===== src/hdl/xpra_pkg.sv =====
// Package for the XOR PIR reply accumulator: sizes, command codes,
// controller states and the command/status structs between controller
// and datapath. No dependencies.
`default_nettype none

package xpra_pkg;

   localparam int NUM_QUERIES = 8;
   localparam int ROW_WORDS   = 256;
   localparam int WORD_W      = 64;
   localparam int SEL_W       = 8;
   localparam int WIDX_W      = 8;
   localparam int LANE_W      = 3;
   localparam int CODE_W      = 2;
   localparam int REQ_DATA_W  = 88;
   localparam int RSP_DATA_W  = 64;

   typedef enum logic [CODE_W-1:0] {
      CMD_CLEAR = 2'd0,
      CMD_ACCUM = 2'd1,
      CMD_READ  = 2'd2
   } cmd_code_type;

   typedef enum logic [1:0] {
      ST_SWEEP,
      ST_IDLE,
      ST_FETCH,
      ST_EXEC
   } state_type;

   typedef struct packed {
      logic              load;
      logic              rd_en;
      logic              wr_clear;
      logic              wr_accum;
      logic              sweep;
      logic [WIDX_W-1:0] sweep_addr;
      logic              out_load;
      logic              out_done;
   } dp_cmd_type;

   typedef struct packed {
      logic out_busy;
   } dp_sts_type;

endpackage

`default_nettype wire


===== src/hdl/xpra_ctrl.sv =====
// Controller of the XOR PIR reply accumulator: clearing sweep after reset,
// request sequencing (fetch, execute) and result hand-off.
// Depends on xpra_pkg.
`default_nettype none

module xpra_ctrl
   import xpra_pkg::*;
(
   input  wire logic              clock,
   input  wire logic              reset,
   input  wire logic              req_tvalid,
   output      logic              req_tready,
   input  wire logic [CODE_W-1:0] req_code,
   input  wire logic              req_last,
   input  wire dp_sts_type        sts,
   output      dp_cmd_type        cmd
);

   localparam logic [WIDX_W-1:0] SWEEP_LAST = WIDX_W'(ROW_WORDS - 1);

   state_type         state_ff, state_in;
   logic [WIDX_W-1:0] cnt_ff, cnt_in;
   cmd_code_type      code_ff, code_in;
   logic              last_ff, last_in;

   always_ff @(posedge clock) begin
      if (reset) begin
         state_ff <= ST_SWEEP;
         cnt_ff   <= '0;
      end else begin
         state_ff <= state_in;
         cnt_ff   <= cnt_in;
      end
      code_ff <= code_in;
      last_ff <= last_in;
   end

   always_comb begin
      state_in   = state_ff;
      cnt_in     = cnt_ff;
      code_in    = code_ff;
      last_in    = last_ff;
      req_tready = 1'b0;
      cmd        = '0;
      unique case (state_ff)
         ST_SWEEP: begin
            cmd.wr_clear   = 1'b1;
            cmd.sweep      = 1'b1;
            cmd.sweep_addr = cnt_ff;
            cnt_in         = cnt_ff + 1'b1;
            if (cnt_ff == SWEEP_LAST) begin
               state_in = ST_IDLE;
            end
         end
         ST_IDLE: begin
            req_tready = 1'b1;
            if (req_tvalid) begin
               cmd.load = 1'b1;
               code_in  = cmd_code_type'(req_code);
               last_in  = req_last;
               if (cmd_code_type'(req_code) == CMD_CLEAR ||
                   cmd_code_type'(req_code) == CMD_ACCUM ||
                   cmd_code_type'(req_code) == CMD_READ) begin
                  state_in = ST_FETCH;
               end
            end
         end
         ST_FETCH: begin
            cmd.rd_en = 1'b1;
            state_in  = ST_EXEC;
         end
         ST_EXEC: begin
            unique case (code_ff)
               CMD_CLEAR: begin
                  cmd.wr_clear = 1'b1;
                  state_in     = ST_IDLE;
               end
               CMD_ACCUM: begin
                  // hold the whole update until the done result can be taken
                  if (!(last_ff && sts.out_busy)) begin
                     cmd.wr_accum = 1'b1;
                     cmd.out_load = last_ff;
                     cmd.out_done = 1'b1;
                     state_in     = ST_IDLE;
                  end
               end
               CMD_READ: begin
                  if (!sts.out_busy) begin
                     cmd.out_load = 1'b1;
                     state_in     = ST_IDLE;
                  end
               end
               default: begin
                  state_in = ST_IDLE;
               end
            endcase
         end
         default: begin
            state_in = ST_IDLE;
         end
      endcase
   end

`ifndef SYNTHESIS
   a_load_free: assert property (@(posedge clock) disable iff (reset)
      cmd.out_load |-> !sts.out_busy)
      else $error("result loaded while output register is held");

   a_one_write: assert property (@(posedge clock) disable iff (reset)
      !(cmd.wr_clear && cmd.wr_accum))
      else $error("clear and accumulate write in the same cycle");

   a_sweep_end: assert property (@(posedge clock) disable iff (reset)
      (state_ff == ST_SWEEP && cnt_ff == SWEEP_LAST) |=> state_ff == ST_IDLE)
      else $error("clearing sweep did not end after the last row");

   a_fetch_exec: assert property (@(posedge clock) disable iff (reset)
      cmd.rd_en |=> state_ff == ST_EXEC)
      else $error("memory fetch not followed by execute");
`endif

endmodule

`default_nettype wire


===== config.mk =====
export PLATFORM = sky130hd
export DESIGN_NAME = xpra_ctrl
export DESIGN_NICKNAME = d
export VERILOG_FILES = /design/src/hdl/xpra_pkg.sv /design/src/hdl/xpra_ctrl.sv
export SDC_FILE = /design/constraint.sdc
export NUM_CORES = 1
export LEC_CHECK = 0
export ABC_CLOCK_PERIOD_IN_PS = 2900
export BUFFER_PORTS_ARGS = -buffer_cell sky130_fd_sc_hd__buf_2
export CORE_AREA = 10 10 55 57
export CTS_BUF_LIST = sky130_fd_sc_hd__clkbuf_16
export DETAILED_ROUTE_END_ITERATION = 10
export DIE_AREA = 0 0 65 67
export GPL_ROUTABILITY_DRIVEN = 0
export PLACE_DENSITY = 0.68
export SETUP_SLACK_MARGIN = 0.4
export SLEW_MARGIN = 25
export SYNTH_ARGS = -nofsm -noshare
export SYNTH_HDL_FRONTEND = slang
export SYNTH_SLANG_ARGS = --single-unit

===== constraint.sdc =====
create_clock -name clock -period 2.9 [get_ports clock]
set_clock_uncertainty 0.05 [all_clocks]
set_input_delay 0.145 -clock clock [delete_from_list [all_inputs] [get_ports clock]]
set_output_delay 0.145 -clock clock [all_outputs]
set_load 0.02 [all_outputs]

* Word-level counts from Yosys, hierarchy flattened
Cells that the tools add are included.
Storage, ports and cells: register bits after elaboration 13, latch bits 0, RAM bits 0, ROM bits 0, word-level logic and storage cells 48, memories 0
Operators by class: $add $sub $neg 1, multipliers 0, divide/modulo/power cells 0, magnitude comparators 0, eq/ne operators 13, shift operators 0, multiplexer cells 22, bitwise gates (word level) 0, reduce and logical (&&, ||, !) cells 8
Operators by type and width (number):
- two-way mux 2 bit | 7
- two-way mux 1 bit | 10
- two-way mux 9 bit | 1
- adder 8 x 1 -> 8 bit, second input constant | 1
- == test 2 bit, second input constant | 4
- == test 8 bit, second input constant | 1
- case mux 2 bit (4 select lines) | 1
- == test 2 x 1 -> 1 bit, second input constant | 3
- logical NOT 2 bit | 3
- != test 2 bit, second input constant | 3
- != test 3 bit, second input constant | 2
- AND reduction 5 bit | 1
- case mux 1 bit (2 select lines) | 2
- case mux 2 bit (2 select lines) | 1
- logical OR 1 bit | 2
- AND reduction 2 bit | 1
- logical AND 1 bit | 1

* Longest topological paths before layout
Gate-level depths: netlist (run 1).
depth after elaboration 6, gate-level depth with buffers 6, depth with buffers taken out 6

* Worst setup path before layout (run 1)
No wires, ideal clock.
kind flip-flop to flip-flop, start register state_ff[0], end register cnt_ff[5], setup time 71 ps, data arrival time 1559 ps, data required time 2779 ps, slack 1220 ps, stages on the path, launching flop included 7, path buffers 0, period minus slack after synthesis 1680 ps, cell sequence dfxtp_1 inv_1 ha_1 and2_4 nand3_2 or3_1 a21oi_1
Between the ends: cells in the longest elaborated chain, start to end 1
RTL lines:
- start, declared | line xpra_ctrl.sv:21 | state_type state_ff, state_in;
- start signal, assigned | line xpra_ctrl.sv:31 | state_ff <= state_in;
- logical NOT 2 bit | line xpra_ctrl.sv:45 | unique case (state_ff)
- end signal, assigned | line xpra_ctrl.sv:32 | cnt_ff <= cnt_in;
- end, declared | line xpra_ctrl.sv:22 | logic [WIDX_W-1:0] cnt_ff, cnt_in;
Every way passes these cells. A chain may end at the register's enable or synchronous reset.

* Worst setup path after layout (run 1)
start register state_ff[0], end register cnt_ff[7]
Same word-level chain as after synthesis.

==> results.cfg, run 1 <==
[synth]
yosys-top-cells-area = dfxtp_1 (26%), ha_1 (15%), edfxtp_1 (12%)
synthesis.nets = 99
yosys_register_bits = 13
synth_area_um2 = 761
synth_cell_type_count = 26
avgSynthCellArea_um2 = 9.17
synth-seq-area-share_pct = 38.2
yosysWarnings = 0
synth_top_area_share_pct = 26.3
yosysTopAreaCell = dfxtp_1
synthCells = 83

[cells_and_area]
final_common_cell = buf_2
fin_nets = 123
syn_to_final_growth_pct = 27.3
antenna_cells = 0
fill_cells = 194
final_area_um2 = 968
layout_common_cells = buf_2 (22), nor2_1 (10), dfxtp_1 (10)
drive_gt1_share_pct = 26.4

[global_route]
grt_pass1_vias = 626
gr-usage-all-layers_pct = 7.95
grt_pass1_wl_um = 2740
gr-total-overflow = 0
antenna_found_initial = 0
grt_max_degree = 15

[worst_setup_path]
required_ns = 3.02
crit_path_end_kind = flop
arrival_ns = 2.01
critPathLaunchType = flop
cp-startpoint = state_ff[0]$_SDFFE_PP0P_
path_class = reg2reg
rr_worst_depth = 6
r2r_setup_slack_ns = 1.01
r2r-start = state_ff[0]$_SDFFE_PP0P_
r2r-end = cnt_ff[7]$_SDFFE_PP0P_
worstPathMaxFanout = 14

[route]
wirelength_um = 1620
vias = 605
ant_nets = 0
drt_iter0_drc = 16
via_per_inst = 4.55
avgRoutedWirePerCell_um = 12.2
dr.pass1.iters = 4
drcViolationCount = 0

[place]
io_buffers = 22
placed_area_um2 = 890
post-place-ws_ns = 1.01
place_hpwl_um = 1320

[hold_path]
hold_start = req_last
min_path_type = in2reg
min_path_cells = 1
whs_endpoint = last_ff$_DFFE_PP_

[cts]
cts_resized = 0
cts_setup_buffers = 0
clockBufferDepth = 2
numCtsBuffers = 3
holdBufCountCts = 0
cts_root_buffer = clkbuf_16
htreeDepth = 1
clk_pin_slew_ns = 0.04
tritoncts = done
cts.sinks = 13
insertion_delay_ns = 0.24

[die]
start_util_pct = 39.2
die_y_um = 67
num_rows = 16
die_w_um = 65
io_pins = 23
die_area_mm2 = 0.00436
fp.coreArea_mm2 = 0.00194

[timing]
setup_viol = 0
rsz0062_at_grt = false
hold_ws_ns = 0.0328
hold_viol_final = 0
min_period_over_period_pct = 65.2
max_slew.worst_pin.slew_ns = 0.453
final_max_slew_viol_count = 0
tns_ns = 0
setup_slack_ns = 1.01
post-route-min-period_ns = 1.89
max_clock_freq_mhz = 529
relSlewSlack_pct = 69.8

[power]
power_density_mw_per_mm2 = 850
leakage_nw = 0.449
peakVddDrop_uv = 593

[job]
maxCapViolations = 0

[status]
outcome = finished clean
-- cell families (layout without fill, tap and decap cells) --
kind of cell	count (synthesis)	count (layout)	share of synthesized area [%]
adders and majority gates	9	9	14.8
DFF	13	13	38.2
muxes	3	3	4.11
xor gates and xnor gates	5	5	5.76
AOI/OAI and AO/OA	9	9	6.58
buffers and inverters	7	30	3.95
and+or+nand+nor	37	37	26.6
-- critical path, cell delays in order (launching register included) --
cell	delay [ns]
dfxtp_1	0.34
inv_1	0.12
ha_1	0.45
and2_4	0.24
nand3_2	0.11
or3_1	0.36
a21oi_1	0.15
-- per-layer routing --
metal,global-route usage [%],up-vias,part of all wire [%]
li1,-,318,-
met1,7.51,272,44
met2,14.8,13,50
met3,3.01,2,6.0
met4,4.01,0,0.49
met5,0,-,0
-- state kept, by name, indices dropped and copies added, names as in the netlist --
register	count
cnt_ff	8
code_ff	2
state_ff	2
last_ff	1
-- how the worst max path moves through the flow --
stage / to / cells past startpoint / slack (ns)
global placement: cnt_ff[5]$_SDFFE_PP0P_ / 6 / 1.13
CTS: cnt_ff[7]$_SDFFE_PP0P_ / 6 / 0.98
floorplan: cnt_ff[5]$_SDFFE_PP0P_ / 6 / 1.22
detailed placement: cnt_ff[7]$_SDFFE_PP0P_ / 6 / 1.01
global route: cnt_ff[7]$_SDFFE_PP0P_ / 6 / 0.84
finish: cnt_ff[7]$_SDFFE_PP0P_ / 6 / 1.01
-- cell usage after synthesis --
master,n
o21ai_0,2
nand2_1,6
xnor2_1,1
nand3_1,3
o21a_1,1
a21boi_1,1
nor3_4,1
xor2_1,4
dfxtp_1,10
buf_4,1
nand2b_1,2
nor2_1,10
and2_4,1
nand3_2,1
and2_1,8
mux2i_1,2
clkbuf_1,2
a21oi_1,5
nand4_1,1
nor3_1,1
inv_1,4
edfxtp_1,3
mux2_1,1
and3_1,1
ha_1,9
or3_1,2
-- through the flow --
stage	instances	util, %	power [W]
floorplan	83	-	0.000490
global placement	129	45.8	0.000573
detailed placement	129	45.8	0.000583
CTS	133	49.9	0.000837
global route	133	49.9	0.000881
finish	133	49.9	0.000823
-- final cells by class --
cell class	count	area (µm²)	share of cell area, %
timing repair buffer	22	110	11.4
multi-input combinational	63	440	45.5
tap	27	33.8	3.49
clock buffer	3	75.1	7.75
inverter	4	15.0	1.55
clock inverter	1	3.75	0.388
sequential	13	290	30.0
-- power by group --
part           switching (W)  internal, W  leakage [nW]
Combinational       0.000198     0.000128         0.299
Sequential         0.0000300     0.000218         0.108
Clock              0.0000677     0.000181        0.0423
Total               0.000296     0.000527         0.449
Note: power is estimated with default switching activity, not from simulation.
==> run 2: changes to the inputs <==
--- a/config.mk
+++ b/config.mk
@@ -5,7 +5,7 @@
 export SDC_FILE = /design/constraint.sdc
 export NUM_CORES = 1
 export LEC_CHECK = 0
-export ABC_CLOCK_PERIOD_IN_PS = 2900
+export ABC_CLOCK_PERIOD_IN_PS = 1950
 export BUFFER_PORTS_ARGS = -buffer_cell sky130_fd_sc_hd__buf_2
 export CORE_AREA = 10 10 55 57
 export CTS_BUF_LIST = sky130_fd_sc_hd__clkbuf_16
==> constraint.sdc (replaced) <==
create_clock -name clock -period 1.95 [get_ports clock]
set_clock_uncertainty 0.05 [all_clocks]
set_input_delay 0.0975 -clock clock [delete_from_list [all_inputs] [get_ports clock]]
set_output_delay 0.0975 -clock clock [all_outputs]
set_load 0.02 [all_outputs]
==> run 2 against run 1 <==
  * Sequential power up 58%
  * First-iteration DRC count fell by 56%
  * Clock-buffer cell count is the same
  * Via count up 5.8%
  * Utilization grew 6.2 points
  * Power up 66%
  * Sequential share of layout area shrank 2.8 points
  * Design area rose by 12%
  * Critical path depth is the same
  * Worst setup slack lost 0.59 ns
  * Critical endpoint is now state_ff[0]$_SDFFE_PP0P_
  * Highest routed layer unchanged
==> results.cfg, run 2 (same netlist as run 1, synthesis figures left out) <==
[status]
outcome = finished clean

[global_route]
grt_max_degree = 13
grt_pass1_vias = 672
gr-total-overflow = 0
grt_pass1_wl_um = 2980
antenna_found_initial = 0
gr-usage-all-layers_pct = 8.63

[cts]
numCtsBuffers = 3
cts_root_buffer = clkbuf_16
insertion_delay_ns = 0.24
clockBufferDepth = 2
cts.sinks = 13
clk_pin_slew_ns = 0.04
tritoncts = done
htreeDepth = 1

[timing]
min_period_over_period_pct = 78.4
setup_slack_ns = 0.422
final_max_slew_viol_count = 0
relSlewSlack_pct = 83.1
max_clock_freq_mhz = 654
setup_viol = 0
post-route-min-period_ns = 1.53
rsz0062_at_grt = true
tns_ns = 0
max_slew.worst_pin.slew_ns = 0.251
hold_viol_final = 0

[route]
vias = 640
drcViolationCount = 0
dr.pass1.iters = 4
via_per_inst = 4.64
drt_iter0_drc = 7
ant_nets = 0
wirelength_um = 1850
avgRoutedWirePerCell_um = 13.4

[cells_and_area]
syn_to_final_growth_pct = 43.1
drive_gt1_share_pct = 42.3
top_regs = cnt_ff: 8 flops, code_ff: 2 flops, state_ff: 2 flops
regArea_um2 = 295
top_register = cnt_ff
largest_register_ffs = 8
antenna_cells = 0
fin_nets = 128
final_common_cell = buf_2
layout_common_cells = buf_2 (19), nor2_1 (9), and2_1 (8)
multi_input_area_um2 = 505
fill_cells = 180

[die]
start_util_pct = 39.2
die_area_mm2 = 0.00436
die_w_um = 65
fp.coreArea_mm2 = 0.00194
die_y_um = 67
io_pins = 23
num_rows = 16

[hold_path]
hold_start = req_code[0]
min_path_type = in2reg

[place]
place_hpwl_um = 1270
io_buffers = 22
post-place-ws_ns = 0.285

[worst_setup_path]
arrival_ns = 1.60
required_ns = 2.03
worstPathMaxFanout = 2
crit_chain = inv_1, ha_2, a21oi_4, nor2_2, nor3_4, mux2_4
max_stage_delay_ns = 0.35
path_class = reg2reg
critPathLaunchType = flop
cp-startpoint = code_ff[1]$_DFFE_PP_
cp_slowest_cell = edfxtp_1
crit_path_end_kind = flop
r2r-start = code_ff[1]$_DFFE_PP_

[power]
power_density_mw_per_mm2 = 1260
leakage_nw = 0.469
peakVddDrop_uv = 773

[job]
maxCapViolations = 0
## run 2: timing repair
action / CTS / global route
hold buffers: 2 / 0
hold endpoints to repair: 2 / 0
pin swaps: 2 / 5
buffers inserted: 2 / 1
gates resized for setup: 7 / 13
endpoints found under the setup margin: 3 / 10
## run 2: power by group
group | internal, W | total [W] | switching (W)
logic | 0.000272 | 0.000599 | 0.000327
registers | 0.000329 | 0.000392 | 0.0000635
clock network | 0.000270 | 0.000376 | 0.000106
total | 0.000871 | 0.00137 | 0.000496
## run 2: layout make-up
cell class | instances | area share [%]
Timing Repair Buffer | 27 | 14.7
Multi-Input combinational cell | 63 | 46.4
Clock inverter | 1 | 0.345
Tap cell | 27 | 3.10
Sequential cell | 13 | 27.1
Clock buffer | 3 | 6.90
Inverter | 4 | 1.38
## run 2: stage by stage
stage / utilization, % / power, W / instances / hold slack [ns] / instance area (µm²)
after floorplan: - / 0.000755 / 83 / 0.146 / 776
after global routing: 56.1 / 0.00145 / 138 / 0.000797 / 1090
after global placement: 46.6 / 0.000881 / 129 / 0.225 / 905
after CTS: 53.4 / 0.00134 / 137 / 0.00232 / 1040
after detailed placement: 46.6 / 0.000892 / 129 / 0.229 / 905
final: 56.1 / 0.00137 / 138 / 0.00110 / 1090
## run 2: routing by layer
layer	vias up	part of all wire, %	track usage, %
met5	-	0	0
met4	0	1.4	4.01
met3	4	7.3	3.68
met2	14	54	15.6
met1	295	37	8.35
li1	327	-	-
## run 2: worst paths after layout
kind                               to  slack [ns]  cells after the start
min              code_ff[0]$_DFFE_PP_       0.001                      1
max          state_ff[0]$_SDFFE_PP0P_        0.42                      6
max reg2reg  state_ff[0]$_SDFFE_PP0P_        0.42                      6
min reg2reg  state_ff[1]$_SDFFE_PP0P_        0.45                      2
## run 2: worst max-delay path: cells and delay by family, from the launching register on
kind	cells	cell delay [ns]
adders and majority gates	1	0.19
AOI/OAI and AO/OA	1	0.13
buffers and inverters	1	0.07
DFF	1	0.35
muxes	1	0.32
and+or+nand+nor	2	0.30
